--- src/rtl/lcdseq_pkg.sv ---
// ============================================================================
// lcdseq_pkg
// Shared types, codes and the power-up event table for the 4-bit LCD
// bus sequencer.
// ============================================================================
package lcdseq_pkg;

    localparam int IDX_W      = 5;
    localparam int CFG_IDX_W  = 2;
    localparam int CFG_DATA_W = 16;

    // Request kinds.
    localparam logic [1:0] FUNC_NIBBLE = 2'd0;
    localparam logic [1:0] FUNC_BYTE   = 2'd1;
    localparam logic [1:0] FUNC_DATA   = 2'd2;
    localparam logic [1:0] FUNC_INIT   = 2'd3;

    // Configuration register indexes.
    localparam logic [CFG_IDX_W-1:0] REG_PULSE_WIDTH = 2'd0;
    localparam logic [CFG_IDX_W-1:0] REG_CHAR_DELAY  = 2'd1;

    localparam logic [7:0]  PULSE_WIDTH_RESET = 8'd1;
    localparam logic [15:0] CHAR_DELAY_RESET  = 16'd53;

    // Last event index of each request kind.
    localparam logic [IDX_W-1:0] LAST_IDX_NIBBLE = 5'd1;
    localparam logic [IDX_W-1:0] LAST_IDX_BYTE   = 5'd3;
    localparam logic [IDX_W-1:0] LAST_IDX_INIT   = 5'd28;

    localparam logic [15:0] WAIT_POWERUP = 16'd15000;
    localparam logic [15:0] WAIT_FIRST   = 16'd4100;
    localparam logic [15:0] WAIT_NIBBLE  = 16'd100;
    localparam logic [15:0] WAIT_SHORT   = 16'd53;
    localparam logic [15:0] WAIT_CLEAR   = 16'd3000;

    typedef enum logic {
        ST_IDLE,
        ST_RUN
    } state_t;

    typedef struct packed {
        logic             load;
        logic             emit;
        logic [IDX_W-1:0] idx;
    } ctrl_cmd_t;

    typedef struct packed {
        logic last_event;
        logic slot_free;
    } dp_status_t;

    typedef struct packed {
        logic        use_held;
        logic [3:0]  nib;
        logic        en;
        logic [15:0] hold;
    } init_ev_t;

    function automatic init_ev_t mk_ev(logic use_held, logic [3:0] nib, logic en,
                                       logic [15:0] hold);
        init_ev_t ev;
        ev.use_held = use_held;
        ev.nib      = nib;
        ev.en       = en;
        ev.hold     = hold;
        return ev;
    endfunction

    // Power-up sequence, one entry per pin event. Enable-high entries take
    // their hold from the pulse width register.
    function automatic init_ev_t init_event(logic [IDX_W-1:0] idx);
        init_ev_t ev;
        case (idx)
            5'd0:    ev = mk_ev(1'b1, 4'h0, 1'b0, WAIT_POWERUP);
            5'd1:    ev = mk_ev(1'b0, 4'h3, 1'b1, 16'd0);
            5'd2:    ev = mk_ev(1'b0, 4'h3, 1'b0, WAIT_FIRST);
            5'd3:    ev = mk_ev(1'b0, 4'h3, 1'b1, 16'd0);
            5'd4:    ev = mk_ev(1'b0, 4'h3, 1'b0, WAIT_NIBBLE);
            5'd5:    ev = mk_ev(1'b0, 4'h3, 1'b1, 16'd0);
            5'd6:    ev = mk_ev(1'b0, 4'h3, 1'b0, WAIT_NIBBLE);
            5'd7:    ev = mk_ev(1'b0, 4'h2, 1'b1, 16'd0);
            5'd8:    ev = mk_ev(1'b0, 4'h2, 1'b0, WAIT_NIBBLE);
            // Function set, 0x28.
            5'd9:    ev = mk_ev(1'b0, 4'h2, 1'b1, 16'd0);
            5'd10:   ev = mk_ev(1'b0, 4'h2, 1'b0, 16'd0);
            5'd11:   ev = mk_ev(1'b0, 4'h8, 1'b1, 16'd0);
            5'd12:   ev = mk_ev(1'b0, 4'h8, 1'b0, WAIT_SHORT);
            // Display off, 0x08.
            5'd13:   ev = mk_ev(1'b0, 4'h0, 1'b1, 16'd0);
            5'd14:   ev = mk_ev(1'b0, 4'h0, 1'b0, 16'd0);
            5'd15:   ev = mk_ev(1'b0, 4'h8, 1'b1, 16'd0);
            5'd16:   ev = mk_ev(1'b0, 4'h8, 1'b0, WAIT_SHORT);
            // Clear display, 0x01.
            5'd17:   ev = mk_ev(1'b0, 4'h0, 1'b1, 16'd0);
            5'd18:   ev = mk_ev(1'b0, 4'h0, 1'b0, 16'd0);
            5'd19:   ev = mk_ev(1'b0, 4'h1, 1'b1, 16'd0);
            5'd20:   ev = mk_ev(1'b0, 4'h1, 1'b0, WAIT_CLEAR);
            // Entry mode, 0x06.
            5'd21:   ev = mk_ev(1'b0, 4'h0, 1'b1, 16'd0);
            5'd22:   ev = mk_ev(1'b0, 4'h0, 1'b0, 16'd0);
            5'd23:   ev = mk_ev(1'b0, 4'h6, 1'b1, 16'd0);
            5'd24:   ev = mk_ev(1'b0, 4'h6, 1'b0, WAIT_SHORT);
            // Display on, 0x0C.
            5'd25:   ev = mk_ev(1'b0, 4'h0, 1'b1, 16'd0);
            5'd26:   ev = mk_ev(1'b0, 4'h0, 1'b0, 16'd0);
            5'd27:   ev = mk_ev(1'b0, 4'hC, 1'b1, 16'd0);
            5'd28:   ev = mk_ev(1'b0, 4'hC, 1'b0, WAIT_SHORT);
            default: ev = mk_ev(1'b0, 4'h0, 1'b0, 16'd0);
        endcase
        return ev;
    endfunction

endpackage

--- src/rtl/lcdseq_ctrl.sv ---
// ============================================================================
// lcdseq_ctrl
// Request state machine and event counter for the LCD bus sequencer.
// ============================================================================
module lcdseq_ctrl
    import lcdseq_pkg::*;
(
    input  logic       clk,
    input  logic       rst_n,
    input  logic       in_valid,
    output logic       in_ready,
    input  dp_status_t status,
    output ctrl_cmd_t  cmd
);

    state_t           state_reg, state_next;
    logic [IDX_W-1:0] idx_reg, idx_next;
    logic             emit;
    logic             load;

    always_ff @(posedge clk or negedge rst_n)
    begin
        if (!rst_n)
        begin
            state_reg <= ST_IDLE;
            idx_reg   <= '0;
        end
        else
        begin
            state_reg <= state_next;
            idx_reg   <= idx_next;
        end
    end

    // Outputs: an event goes out whenever a request is running and the
    // output slot can take it. A new request is taken while idle or on the final event.
    always_comb
    begin
        emit     = (state_reg == ST_RUN) && status.slot_free;
        in_ready = (state_reg == ST_IDLE) || (emit && status.last_event);
        load     = in_valid && in_ready;
        cmd.load = load;
        cmd.emit = emit;
        cmd.idx  = idx_reg;
    end

    // Next state and event index.
    always_comb
    begin
        state_next = state_reg;
        idx_next   = idx_reg;
        case (state_reg)
            ST_IDLE:
            begin
                if (load)
                begin
                    state_next = ST_RUN;
                    idx_next   = '0;
                end
            end
            ST_RUN:
            begin
                if (load)
                begin
                    idx_next = '0;
                end
                else if (emit && status.last_event)
                begin
                    state_next = ST_IDLE;
                    idx_next   = '0;
                end
                else if (emit)
                begin
                    idx_next = idx_reg + 1'b1;
                end
            end
            default:
            begin
                state_next = ST_IDLE;
                idx_next   = '0;
            end
        endcase
    end

endmodule

--- src/rtl/lcdseq_dp.sv ---
// ============================================================================
// lcdseq_dp
// Datapath: request and configuration registers, event builder, held pin
// levels and the output register.
// ============================================================================
module lcdseq_dp
    import lcdseq_pkg::*;
(
    input  logic                  clk,
    input  logic                  rst_n,
    input  logic                  cfg_we,
    input  logic [CFG_IDX_W-1:0]  cfg_index,
    input  logic [CFG_DATA_W-1:0] cfg_wdata,
    input  logic [1:0]            func,
    input  logic [7:0]            value,
    input  logic [15:0]           delay_us,
    input  ctrl_cmd_t             cmd,
    output dp_status_t            status,
    output logic                  out_valid,
    input  logic                  out_ready,
    output logic [3:0]            nibble,
    output logic                  rs,
    output logic                  enable,
    output logic [15:0]           hold_us,
    output logic                  last
);

    logic [7:0]  pulse_reg;
    logic [15:0] char_delay_reg;
    logic [1:0]  func_reg;
    logic [7:0]  value_reg;
    logic [15:0] delay_reg;
    logic [3:0]  held_nib_reg;
    logic        held_rs_reg;

    logic        out_valid_reg;
    logic [3:0]  nib_out_reg;
    logic        rs_out_reg;
    logic        en_out_reg;
    logic [15:0] hold_out_reg;
    logic        last_out_reg;

    init_ev_t    iev;
    logic [3:0]  ev_nib;
    logic        ev_rs;
    logic        ev_en;
    logic [15:0] ev_hold;
    logic        ev_last;
    logic [15:0] final_wait;

    always_ff @(posedge clk or negedge rst_n)
    begin
        if (!rst_n)
        begin
            pulse_reg      <= PULSE_WIDTH_RESET;
            char_delay_reg <= CHAR_DELAY_RESET;
        end
        else if (cfg_we)
        begin
            if (cfg_index == REG_PULSE_WIDTH)
            begin
                pulse_reg <= cfg_wdata[7:0];
            end
            else if (cfg_index == REG_CHAR_DELAY)
            begin
                char_delay_reg <= cfg_wdata;
            end
        end
    end

    always_ff @(posedge clk)
    begin
        if (cmd.load)
        begin
            func_reg  <= func;
            value_reg <= value;
            delay_reg <= delay_us;
        end
    end

    // Build the pin event for the current index.
    always_comb
    begin
        iev        = init_event(cmd.idx);
        final_wait = (func_reg == FUNC_DATA) ? char_delay_reg : delay_reg;
        ev_en      = ~cmd.idx[0];
        ev_rs      = 1'b0;
        ev_nib     = value_reg[3:0];
        ev_hold    = ev_en ? {8'd0, pulse_reg} : final_wait;
        ev_last    = 1'b0;
        case (func_reg)
            FUNC_NIBBLE:
            begin
                ev_last = (cmd.idx == LAST_IDX_NIBBLE);
            end
            FUNC_BYTE, FUNC_DATA:
            begin
                ev_rs   = (func_reg == FUNC_DATA);
                ev_nib  = cmd.idx[1] ? value_reg[3:0] : value_reg[7:4];
                ev_last = (cmd.idx == LAST_IDX_BYTE);
                // The enable-low event between the two nibbles holds for zero.
                if (!ev_en && !cmd.idx[1])
                begin
                    ev_hold = 16'd0;
                end
            end
            default:
            begin
                ev_en   = iev.en;
                ev_nib  = iev.use_held ? held_nib_reg : iev.nib;
                ev_rs   = iev.use_held ? held_rs_reg : 1'b0;
                ev_hold = iev.en ? {8'd0, pulse_reg} : iev.hold;
                ev_last = (cmd.idx == LAST_IDX_INIT);
            end
        endcase
    end

    always_ff @(posedge clk or negedge rst_n)
    begin
        if (!rst_n)
        begin
            held_nib_reg  <= '0;
            held_rs_reg   <= 1'b0;
            out_valid_reg <= 1'b0;
        end
        else if (cmd.emit)
        begin
            held_nib_reg  <= ev_nib;
            held_rs_reg   <= ev_rs;
            out_valid_reg <= 1'b1;
        end
        else if (out_ready)
        begin
            out_valid_reg <= 1'b0;
        end
    end

    always_ff @(posedge clk)
    begin
        if (cmd.emit)
        begin
            nib_out_reg  <= ev_nib;
            rs_out_reg   <= ev_rs;
            en_out_reg   <= ev_en;
            hold_out_reg <= ev_hold;
            last_out_reg <= ev_last;
        end
    end

    assign status.last_event = ev_last;
    assign status.slot_free  = ~out_valid_reg | out_ready;

    assign out_valid = out_valid_reg;
    assign nibble    = nib_out_reg;
    assign rs        = rs_out_reg;
    assign enable    = en_out_reg;
    assign hold_us   = hold_out_reg;
    assign last      = last_out_reg;

endmodule

--- src/rtl/lcd_4bit_bus_sequencer_core.sv ---
// ============================================================================
// lcd_4bit_bus_sequencer_core
// Turns LCD requests (nibble command, byte command, data byte, power-up
// sequence) into a run of 4-bit bus pin events with hold times.
// ============================================================================
//
//  Channel   Handshake               Payload
//  -------   ---------------------   ---------------------------------------
//  in        in_valid / in_ready     func, value, delay_us
//  out       out_valid / out_ready   nibble, rs, enable, hold_us, last
//  cfg       cfg_we (no wait)        cfg_index, cfg_wdata
//
// Each request produces one pin event per clock cycle while the output
// register drains: 2 events for a nibble command, 4 for a byte command or
// data byte, 29 for the power-up sequence. The event counter in the
// controller sets the number of events; the next request is accepted in the
// same cycle as the final event of the current one. A stalled output holds
// the event in the output register and pauses the counter. Reset restores
// the register defaults (pulse width 1 us, character delay 53 us) and
// clears the held pin levels.
//
module lcd_4bit_bus_sequencer_core
    import lcdseq_pkg::*;
(
    input  logic                  clk,
    input  logic                  rst_n,
    // Configuration write port.
    input  logic                  cfg_we,
    input  logic [CFG_IDX_W-1:0]  cfg_index,
    input  logic [CFG_DATA_W-1:0] cfg_wdata,
    // Request channel.
    input  logic                  in_valid,
    output logic                  in_ready,
    input  logic [1:0]            func,
    input  logic [7:0]            value,
    input  logic [15:0]           delay_us,
    // Pin event channel.
    output logic                  out_valid,
    input  logic                  out_ready,
    output logic [3:0]            nibble,
    output logic                  rs,
    output logic                  enable,
    output logic [15:0]           hold_us,
    output logic                  last
);

    // The controller walks the event index of the current request; the
    // datapath turns index and request into pin levels and reports when the
    // final event is reached and whether the output register has room.
    ctrl_cmd_t  cmd;
    dp_status_t status;

    lcdseq_ctrl u_ctrl (
        .clk      (clk),
        .rst_n    (rst_n),
        .in_valid (in_valid),
        .in_ready (in_ready),
        .status   (status),
        .cmd      (cmd)
    );

    lcdseq_dp u_dp (
        .clk       (clk),
        .rst_n     (rst_n),
        .cfg_we    (cfg_we),
        .cfg_index (cfg_index),
        .cfg_wdata (cfg_wdata),
        .func      (func),
        .value     (value),
        .delay_us  (delay_us),
        .cmd       (cmd),
        .status    (status),
        .out_valid (out_valid),
        .out_ready (out_ready),
        .nibble    (nibble),
        .rs        (rs),
        .enable    (enable),
        .hold_us   (hold_us),
        .last      (last)
    );

endmodule

--- config.mk ---
export PLATFORM = sky130hd
export DESIGN_NAME = lcd_4bit_bus_sequencer_core
export DESIGN_NICKNAME = d
export VERILOG_FILES = /design/src/rtl/lcdseq_pkg.sv /design/src/rtl/lcdseq_ctrl.sv /design/src/rtl/lcdseq_dp.sv /design/src/rtl/lcd_4bit_bus_sequencer_core.sv
export SDC_FILE = /design/constraint.sdc
export NUM_CORES = 1
export LEC_CHECK = 0
export BUFFER_PORTS_ARGS = -buffer_cell sky130_fd_sc_hd__buf_4
export CORE_MARGIN = 2
export CORE_UTILIZATION = 48
export CTS_CLUSTER_DIAMETER = 150
export CTS_CLUSTER_SIZE = 28
export DETAILED_ROUTE_END_ITERATION = 7
export PLACE_DENSITY_LB_ADDON = 0.12
export SLEW_MARGIN = 0
export SYNTH_ARGS = -nofsm -noshare
export SYNTH_HDL_FRONTEND = slang
export SYNTH_SLANG_ARGS = --single-unit
export TNS_END_PERCENT = 5
--- constraint.sdc ---
create_clock -name clk -period 2.9 [get_ports clk]
set_input_delay 0.145 -clock clk [delete_from_list [all_inputs] [get_ports clk]]
set_output_delay 0.145 -clock clk [all_outputs]
set_load 0.1 [all_outputs]
---- Word level (Yosys, flattened, before mapping) ----
Memories as Yosys holds them, arrays and structs flattened.
Cells that the tools add are included.
storage, ports and cells
  output and inout port bits .............. 25
  ROM bits ................................ 576
  memory bits (writable) .................. 0
  input port bits ......................... 49
  logic and storage cells ................. 67
  flip-flop bits (word level) ............. 85
  latch bits .............................. 0
  memories kept ........................... 1
operators by class
  multiply operators ...................... 0
  $lt $le $gt $ge ......................... 0
  reduce and logical (&&, ||, !) cells .... 14
  bitwise logic cells ..................... 5
  eq/ne operators ......................... 8
  add/subtract/negate cells ............... 1
  mux-type cells .......................... 23
  divide/modulo/power cells ............... 0
  shift operators ......................... 0
memories
  name             depth  bits a word  rd ports  clocked after Yosys merged registers in  write ports  line              source
  (no name shown)  32     18           1         0                                        0            lcdseq_pkg.sv:73  case (idx)
operators by type and width
  kind                                                                      number
  16-bit 2-to-1 mux                                                         4
  16-bit one-hot mux with 2 select lines                                    1
  5-bit 2-to-1 mux                                                          4
  5-bit one-hot mux with 2 select lines                                     1
  4-bit 2-to-1 mux                                                          2
  4-bit one-hot mux with 2 select lines                                     1
  1-bit 2-to-1 mux                                                          7
  1-bit one-hot mux with 2 select lines                                     3
  5-bit by 1-bit adder with 5-bit output (second input constant)            1
  5-bit by 1-bit == test with 1-bit output (second input constant)          1
  5-bit by 2-bit == test with 1-bit output (second input constant)          1
  5-bit == test (second input constant)                                     1
  2-bit by 1-bit == test with 1-bit output (second input constant)          2
  1-bit logical AND                                                         4
  2-bit zero test                                                           2
  4-bit inequality test (second input constant)                             1
  1-bit inverter                                                            4
  2-bit AND reduction                                                       2
  3-bit AND reduction                                                       1
  3-bit OR reduction                                                        1
  2-bit == test (second input constant)                                     1
  2-bit by 1-bit inequality test with 1-bit output (second input constant)  1
  2-bit nonzero test                                                        1
  2-bit OR reduction                                                        1
  3 further kinds                                                           3

---- Longest topological paths before layout ----
Gate-level depths: netlist of the first run.
  word-level depth ........................ 8
  gate-level depth with buffers ........... 8
  gate-level depth less buffers ........... 7

---- Modules after synthesis ----
A second synthesis of the first run with hierarchy kept.
second synthesis, totals
  cells, all modules ...................... 326
  area, all modules ....................... 4152.7 um2
by module, submodules not included
  module       seq. area each (um2)  area an instance (um2)  times used  cells each
  lcdseq_dp    2228.4                3802.4                  1           292
  lcdseq_ctrl  150.1                 350.3                   1           34

---- Least setup slack after synthesis of the first run ----
OpenSTA, ideal clock, no wires.
  path type ............................... register to register
  from .................................... register u_ctrl.idx_reg[4]
  to ...................................... register u_dp.delay_reg[0] (enable)
  data arrival time ....................... 2.796 ns
  slack ................................... -0.281 ns
  setup time .............................. 0.385 ns
  stages on the path, launching flop included .. 6
  required time ........................... 2.515 ns
  clock period less this slack ............ 3.181 ns
  path buffers ............................ 1
  path through ............................ dfrtp_1 -> buf_6 -> or3_4 -> o22a_4 -> o31ai_4 -> and2_1
RTL lines
  element                   line               source
  start: declaration        lcdseq_ctrl.sv:17  logic [IDX_W-1:0] idx_reg, idx_next;
  start signal: assignment  lcdseq_ctrl.sv:31  idx_reg <= idx_next;
  end signal: assignment    lcdseq_dp.sv:77    delay_reg <= delay_us;
  end: declaration          lcdseq_dp.sv:32    logic [15:0] delay_reg;

---- Final worst setup path of the first run ----
  from .................................... register u_dp.func_reg[1]
  to ...................................... output in_ready
between the ends
  longest elaborated chain between the ends .. 5
  elaborated cells between the ends (all ways) .. 7
  those cells by class .................... eq/ne: 2; mux: 1; reduce/logical: 4
RTL lines
  element                                                                           line                               source
  start: declaration                                                                lcdseq_dp.sv:30                    logic [1:0] func_reg;
  start signal: assignment                                                          lcdseq_dp.sv:75                    func_reg <= func;
  2-bit by 1-bit == test with 1-bit output / 2-bit == test (equally long branches)  lcdseq_dp.sv:91                    case (func_reg)
  2-bit OR reduction                                                                lcdseq_dp.sv:91
  1-bit one-hot mux with 2 select lines (*)                                         lcdseq_dp.sv:91
  1-bit logical AND (*)                                                             lcdseq_ctrl.sv:40                  in_ready = (state_reg == ST_IDLE) || (emit && status.last_event);
  1-bit logical OR (*)                                                              lcdseq_ctrl.sv:40
  end: declaration                                                                  lcd_4bit_bus_sequencer_core.sv:33  output logic in_ready,
Every way passes the cells marked *; elsewhere a longest branch is shown, timed or not.

==> results.toml, run 1 <==
[clock_tree]
insertion_delay_ns = 0.35
cts_made_buffers = 9
clockBufferDepth = 2
cts_root_buf = "clkbuf_8"
clk_pin_slew_worst_paths_ns = 0.09
postCtsSetupBuffers = 0
cts_tree = "yes"
clock-sinks = 85
h-tree-depth = 3
cts_hold_buf = 27
cts-resized-gates = 0

[final_layout]
final_util = 0.634
drive_above_1_share = 0.347
antenna_cells = 0
layout_commonest_cell = "buf_4"
fin_nets = 481
synthToLayoutAreaGrowth_pct = 28.1
final_cell_mix = "buf_4, edfxtp_1, mux2_2, dfrtp_1, dlygate4sd3_1"

[power]
ir_worst_vdd_v = 0.000378
p_switching_w = 0.00145
powerDensity_nw_per_um2 = 734
p_int_w = 0.00239
p_sw_frac = 0.378
power_frac_seq = 0.416
p_leak_nw = 2.14
pwr-share-clk = 0.220
p_comb_frac = 0.364

[logic_synthesis]
syn_avg_cell_area_um2 = 12.9
ys_types = 54
ys_ff_latch = 85
syn-cell-area_um2 = 4090
synth_edf_count = 49
synth_top_area_frac = 0.360
synth_area_leaders = "edfxtp_1, dfrtp_1, mux2_2"
async_reset_ff_frac = 0.424
syn_inst = 318
synth.largest_area_cell = "edfxtp_1"
synth-seq-area-share = 0.582
synth_fp_nets = 378
synth_top_flop_cell = "edfxtp_1"
yosys_warnings = 0

[routing]
wirelength_um = 9130
final_antenna_net_count = 0
first_pass_iters = 4
via_per_inst = 5.44
vias = 2888
first_iter_violations = 168
wl_per_cell_um = 17.2
drc = 0

[global_routing]
grt_antenna_before_repair = 0
grt_pass1_vias = 2854
grt_max_degree = 37
grt_usage = 0.215
grt_pass1_wl_um = 14500
overflow = 0

[floorplan]
core_um2 = 8260
die-height_um = 96.3
rows = 33
floorplan.initialDensity = 0.495
die-area_um2 = 9280
die_w_um = 96.3
io_pins = 74

[critical_path]
crit_type = "register to primary output"
cp.arrival_ns = 2.29
path_max_fanout = 13
cpPeakStageDelay_ns = 0.47
crit_slowest_cell = "ha_1"
critPathRequiredTime_ns = 2.76
critPathLaunchType = "register"
end_kind = "primary output"
cp_cell_sequence = "ha_1 -> nand2b_1 -> o22a_4 -> o31ai_4 -> buf_4"

[run_status]
outcome = "finished clean"

[placement]
dpl_worst_slack_ns = 0.520
dp_hpwl_um = 6200
gp_congestion = 0.866
port_buffers = 73

[flow_run]
drv_cap = 0

[timing]
fin_skew_ns = 0.0137
setup_violations = 0
final.period_utilization = 0.839
fmax_mhz = 411
rsz0062_at_grt = "no"
maxSlewViolCount = 0
finalCriticalPeriod_ns = 2.43
worstMarginPinSlew_ns = 0.930
fin_setup_tns_ns = 0
fin_ws_ns = 0.467
hold_viol = 0
max_slew_margin = 0.378

[worst_hold_path]
hold_class = "input pin to register"
==> logic make-up (layout without fill, tap and decap cells) <==
group,count (synthesis),in the layout,share of synthesized area
AO/OA/AOI/OAI,68,68,0.121
XOR/XNOR,2,2,0.00428
adder cells (fa/ha/maj),11,11,0.0336
buffers and inverters,31,139,0.0333
flip-flops,85,85,0.582
multiplexers,48,48,0.127
AND/OR/NAND/NOR,73,73,0.0994
==> through the flow <==
stage	power, W	hold WS, ns	cells	cell area [µm²]
after floorplan	0.00266	-0.151	318	4090
after global placement	0.00297	0.158	486	4750
after detailed placement	0.00299	0.157	486	4750
after CTS	0.00387	0.00162	529	5220
after global routing	0.00407	0.00106	531	5240
final	0.00385	0.0180	531	5240
==> metal layers <==
layer	vias to the layer above	global-route usage	routed length (µm)
met1	1399	0.303	4100
met4	0	0.0798	165
li1	1396	-	-
met5	-	0	0
met2	80	0.332	4410
met3	13	0.0392	450
==> worst max-delay path, delay by kind of cell, from the launching register on <==
family,cells,cell delay (ns)
compound gates,2,0.53
fa+ha+maj,1,0.47
flops,1,0.41
buf+inv,1,0.34
simple gates,1,0.18
==> synth_stat cells (all sizes together), types with 3 or more instances <==
cell	count
edfxtp	49
mux2	32
dfrtp	31
nand2	17
mux2i	16
nor2	15
o21ai	13
a21oi	11
buf	11
ha	11
inv	10
clkbuf	8
nand3	8
o22ai	7
a211oi	5
a31oi	5
dfstp	5
nand2b	5
nor2b	4
o31ai	4
or3	4
a221o	3
a221oi	3
and2	3
nor3b	3
or2	3
==> cell type report <==
| type | count | area, µm² |
|---|---|---|
| fillers | 670 | 3020 |
| flip-flops and latches | 85 | 2380 |
| multi-input cells | 202 | 1580 |
| repair buffers | 111 | 906 |
| well taps | 105 | 131 |
| clock buffers | 10 | 128 |
| clock inverters | 6 | 71.3 |
| inverters | 12 | 45.0 |
==> power by group through the flow <==
stage	Clock [W]	Combinational [W]	Sequential (W)
5_1_grt	0.000929	0.00151	0.00163
3_3_place_gp	0	0.00135	0.00162
3_5_place_dp	0	0.00137	0.00162
6_report	0.000846	0.00140	0.00160
4_1_cts	0.000866	0.00140	0.00160
2_1_floorplan	0	0.000740	0.00192
==> final timing paths <==
path	depth (start not counted)	end	start	slack (ns)
max	5	in_ready	u_dp.func_reg[1]	0.47
min	2	u_dp.char_delay_reg[10]	cfg_wdata[10]	0.02
max reg2reg	5	u_dp.delay_reg[3]	u_dp.func_reg[1]	0.51
min reg2reg	1	u_dp.char_delay_reg[3]	u_dp.char_delay_reg[3]	0.51
max in group asynchronous	2	u_dp.char_delay_reg[0]	rst_n	2.22
min in group asynchronous	2	u_dp.held_nib_reg[2]	rst_n	0.30
(Power assumes the default switching activity.)
==> run 2: changes to the inputs <==
Clock period 2.9 ns to 2.1 ns, I/O delays scaled along.
==> run 2 against run 1 <==
Compared with the run above:
- final cell count increased by 7.3%
- core utilization increased by 5.3 points
- clock power increased by 41%
- total power increased by 43%
- worst hold slack improved by 0.045 ns
- flip-flop and latch count unchanged
- register-to-register slack got worse by 0.43 ns
- via count increased by 6.5%
- sequential power increased by 35%
- critical path depth increased by 1
- largest cell class unchanged
==> results.toml, run 2 (synthesized netlist as in run 1, its figures left out) <==
[power]
ir_worst_vdd_v = 0.000455
power_w = 0.00551
p_leak_nw = 2.34
powerDensity_nw_per_um2 = 972

[clock_tree]
cts_tree = "yes"
clockBufferDepth = 2
clock-sinks = 85
cts_made_buffers = 9
clk_pin_slew_worst_paths_ns = 0.09
insertion_delay_ns = 0.35
h-tree-depth = 3
cts_root_buf = "clkbuf_8"

[floorplan]
die_w_um = 96.3
floorplan.initialDensity = 0.495
rows = 33
die-area_um2 = 9280
io_pins = 74
core_um2 = 8260
die-height_um = 96.3

[timing]
final.period_utilization = 0.993
rsz0062_at_grt = "yes"
setup_violations = 0
maxSlewViolCount = 0
fin_skew_ns = 0.0135
finalCriticalPeriod_ns = 2.09
hold_viol = 0
fmax_mhz = 480
worstMarginPinSlew_ns = 0.518
fin_setup_tns_ns = 0
fin_ws_ns = 0.0148
max_slew_margin = 0.654

[flow_run]
drv_cap = 0

[global_routing]
grt_pass1_wl_um = 15000
grt_antenna_before_repair = 0
grt_pass1_vias = 2966
grt_max_degree = 37
grt_usage = 0.220
overflow = 0

[critical_path]
crit_slowest_cell = "edfxtp_1"
cp_top_family = "compound AO/OA/AOI/OAI gates"
worstReg2RegStart = "u_dp.func_reg[0]"
path_max_fanout = 4
crit_type = "register to primary output"
r2r_end = "u_dp.hold_us[3]"
cpPeakStageDelay_ns = 0.47
path_depth = 6
cp_cell_sequence = "ha_4 -> nand2b_1 -> o22a_4 -> o31ai_4 -> buf_6 -> buf_12"
end_kind = "primary output"
critPathRequiredTime_ns = 2.00
worst_r2r_path_depth = 6
cp.arrival_ns = 1.98
rrSetupSlack_ns = 0.08
critPathLaunch = "u_dp.func_reg[0]"
path_buf_inv = 2
crit_end = "in_ready"
critPathLaunchType = "register"

[final_layout]
synthToLayoutAreaGrowth_pct = 38.7
final_cell_mix = "buf_4, edfxtp_1, dlygate4sd3_1, mux2_2, dfrtp_1"
layout.cells.non_filler = 570
drive_above_1_share = 0.383
final_cell_area_um2 = 5670
antenna_cells = 0
fin_nets = 520
layout_commonest_cell = "buf_4"
fillers = 624

[placement]
port_buffers = 73
gp_congestion = 0.882
dp_cells = 507
dpl_worst_slack_ns = 0.0666
dp_hpwl_um = 6400
placed_area_um2 = 4960

[routing]
drc = 0
first_pass_iters = 4
wl_per_cell_um = 16.5
vias = 3077
first_iter_violations = 180
wirelength_um = 9430
final_antenna_net_count = 0
via_per_inst = 5.40

[worst_hold_path]
hold_class = "input pin to register"

[run_status]
outcome = "finished clean"
==> run 2: cell type report <==
cell class                      count  area (µm²)  area share
Sequential cell                    85        2380       0.420
Multi-Input combinational cell    202        1610       0.285
Timing Repair Buffer              150        1300       0.229
Tap cell                          105         131      0.0232
Clock buffer                        9         124      0.0218
Clock inverter                      7        80.1      0.0141
Inverter                           12        45.0     0.00794
==> run 2: where the power goes <==
part / internal [W] / leakage, nW / total [W] / switching [W]
combinational: 0.000831 / 1.36 / 0.00216 / 0.00133
sequential: 0.00204 / 0.881 / 0.00216 / 0.000125
clock: 0.000566 / 0.102 / 0.00119 / 0.000624
total: 0.00343 / 2.34 / 0.00551 / 0.00208
==> run 2: layer usage <==
metal | routed length (µm) | part of all wire | GRT usage | up-vias
met1 | 4150 | 0.44 | 0.303 | 1500
met3 | 499 | 0.053 | 0.0462 | 12
met4 | 129 | 0.014 | 0.0692 | 0
li1 | - | - | - | 1474
met5 | 0 | 0 | 0 | -
met2 | 4650 | 0.49 | 0.351 | 91
==> run 2: worst min-delay path by stage <==
stage,from,end,slack [ns],cells past startpoint
5_1_grt,out_ready,u_dp.out_valid,0.06,3
2_1_floorplan,rst_n,u_ctrl.idx_reg[0],-0.19,0
3_3_place_gp,rst_n,u_dp.held_nib_reg[3],0.12,1
3_5_place_dp,rst_n,u_ctrl.state_reg,0.13,1
4_1_cts,out_ready,u_dp.out_valid,0.04,3
6_report,out_ready,u_dp.out_valid,0.06,3
==> run 2: through the flow <==
step	hold slack (ns)	utilization
CTS	0.0433	0.686
finish	0.0625	0.687
global route	0.0629	0.687
global placement	0.118	0.601
floorplan	-0.191	-
detailed placement	0.128	0.601
==> run 2: worst register-to-register path: stages (launching register included) <==
cell	delay (ns)
edfxtp_1	0.47
inv_2	0.10
ha_2	0.31
nor2b_1	0.16
o21ai_2	0.21
o22ai_1	0.17
a221o_1	0.38
==> run 2: repair_timing <==
action                                  4_1_cts  5_1_grt
gates resized for setup                       8        3
hold endpoints to repair                     82        0
setup buffers                                 4        0
hold buffers                                 44        0
pin swaps                                     2        0
endpoints found under the setup margin        1       12
==> run 3: changes to the inputs <==
Settings changed: SETUP_SLACK_MARGIN set to 0.3.
==> run 3 against run 2 <==
Compared with the run above:
- total power is 2.7% higher
- worst hold slack better by 0.0022 ns
- wire length is 4.5% higher
- die area stayed put
- first-iteration DRC count is 4.4% higher
- clock-buffer cell count stayed put
==> results.toml, run 3 (synthesized netlist as in run 1, its figures left out) <==
[global_routing]
grt_antenna_before_repair = 0
grt_usage = 0.225
grt_pass1_wl_um = 15300
grt_pass1_vias = 3012
overflow = 0
grt_max_degree = 37

[critical_path]
crit_slowest_cell = "edfxtp_1"
crit_type = "register to primary output"
cp_top_family = "buffers and inverters"
critPathRequiredTime_ns = 2.00
end_kind = "primary output"
cpPeakStageDelay_ns = 0.47
worst_r2r_path_depth = 8
cp_common_cell = "buf_6"
cp_cell_sequence = "inv_2 -> ha_4 -> buf_6 -> xor2_4 -> o31ai_4 -> buf_6 -> buf_12"
critPathLaunchType = "register"
path_buf_inv = 4
path_max_fanout = 3
cp.arrival_ns = 1.99
path_depth = 7

[routing]
first_iter_violations = 188
vias = 3119
first_pass_iters = 4
wirelength_um = 9860
final_antenna_net_count = 0
wl_per_cell_um = 17.1
via_per_inst = 5.42
drc = 0

[timing]
setup_violations = 0
worstMarginPinSlew_ns = 0.533
fin_setup_tns_ns = 0
fin_ws_ns = 0.00991
finalCriticalPeriod_ns = 2.09
rsz0062_at_grt = "yes"
hold_slack_ns = 0.0647
fin_skew_ns = 0.0103
max_slew_margin = 0.644
hold_viol = 0
maxSlewViolCount = 0
fmax_mhz = 478
final.period_utilization = 0.995

[final_layout]
multi_input_area_um2 = 1750
synthToLayoutAreaGrowth_pct = 44.3
drive_above_1_share = 0.434
seq_area_um2 = 2380
final_cell_mix = "buf_4, edfxtp_1, dlygate4sd3_1, mux2_2, dfrtp_1"
fin_nets = 525
layout_commonest_cell = "buf_4"
fillers = 589
antenna_cells = 0

[clock_tree]
cts_made_buffers = 9
clockBufferDepth = 2
clk_pin_slew_worst_paths_ns = 0.09
clock-sinks = 85
cts_root_buf = "clkbuf_8"
cts_tree = "yes"
h-tree-depth = 3
insertion_delay_ns = 0.36

[placement]
dpl_worst_slack_ns = 0.0666
port_buffers = 73
dp_hpwl_um = 6400
gp_congestion = 0.882

[power]
powerDensity_nw_per_um2 = 959
ir_worst_vdd_v = 0.000425
p_leak_nw = 2.41

[floorplan]
die-area_um2 = 9280
die-height_um = 96.3
rows = 33
floorplan.initialDensity = 0.495
core_um2 = 8260
io_pins = 74
die_w_um = 96.3

[flow_run]
drv_cap = 0

[worst_hold_path]
hold_path_depth = 3
hold_class = "input pin to register"

[run_status]
outcome = "finished clean"
run 3: stage by stage:
| step | cells | total power [W] | util | cell area [µm²] |
|---|---|---|---|---|
| after floorplan | 318 | 0.00369 | - | 4120 |
| after global placement | 507 | 0.00422 | 0.601 | 4960 |
| after detailed placement | 507 | 0.00424 | 0.601 | 4960 |
| after CTS | 574 | 0.00555 | 0.696 | 5750 |
| after global routing | 575 | 0.00595 | 0.715 | 5900 |
| final | 575 | 0.00566 | 0.715 | 5900 |
run 3: layout make-up:
cell class | instances | share of cell area
tap | 105 | 0.0223
clock buffer | 9 | 0.0210
clock inverter | 7 | 0.0136
inverter | 12 | 0.00763
multi-input combinational | 202 | 0.296
timing repair buffer | 155 | 0.236
sequential | 85 | 0.403
run 3: worst min-delay path, cell delays in order:
cell      delay, ns
buf_4          0.09
nand2b_1       0.13
nand2b_1       0.06
run 3: report_power, final:
part	switching [W]	total (W)	internal, W
combinational	0.00139	0.00230	0.000916
sequential	0.000127	0.00216	0.00204
clock	0.000624	0.00119	0.000566
total	0.00214	0.00566	0.00352
run 3: repair_timing:
item,in CTS,in global routing
hold buffers,44,0
pin swaps,4,8
gates cloned,1,0
buffers inserted,6,1
hold endpoints to repair,82,0
setup endpoints to repair,46,53
gates resized for setup,11,38
run 3: worst paths after layout:
| check | start | to | slack (ns) |
|---|---|---|---|
| worst min-delay path | out_ready | u_dp.out_valid | 0.06 |
| worst max register to register | u_dp.func_reg[0] | u_dp.delay_reg[0] | 0.02 |
| worst min register to register | u_dp.held_nib_reg[3] | u_dp.held_nib_reg[3] | 0.51 |
| max in group asynchronous | rst_n | u_dp.char_delay_reg[2] | 1.46 |
| min in group asynchronous | rst_n | u_ctrl.state_reg | 0.27 |
| worst max-delay path | u_dp.func_reg[0] | in_ready | 0.01 |
run 3: metal layers:
layer	share of wire	global-route usage
met3	0.051	0.0462
met1	0.43	0.306
met5	0	0
met2	0.51	0.362
met4	0.013	0.0739
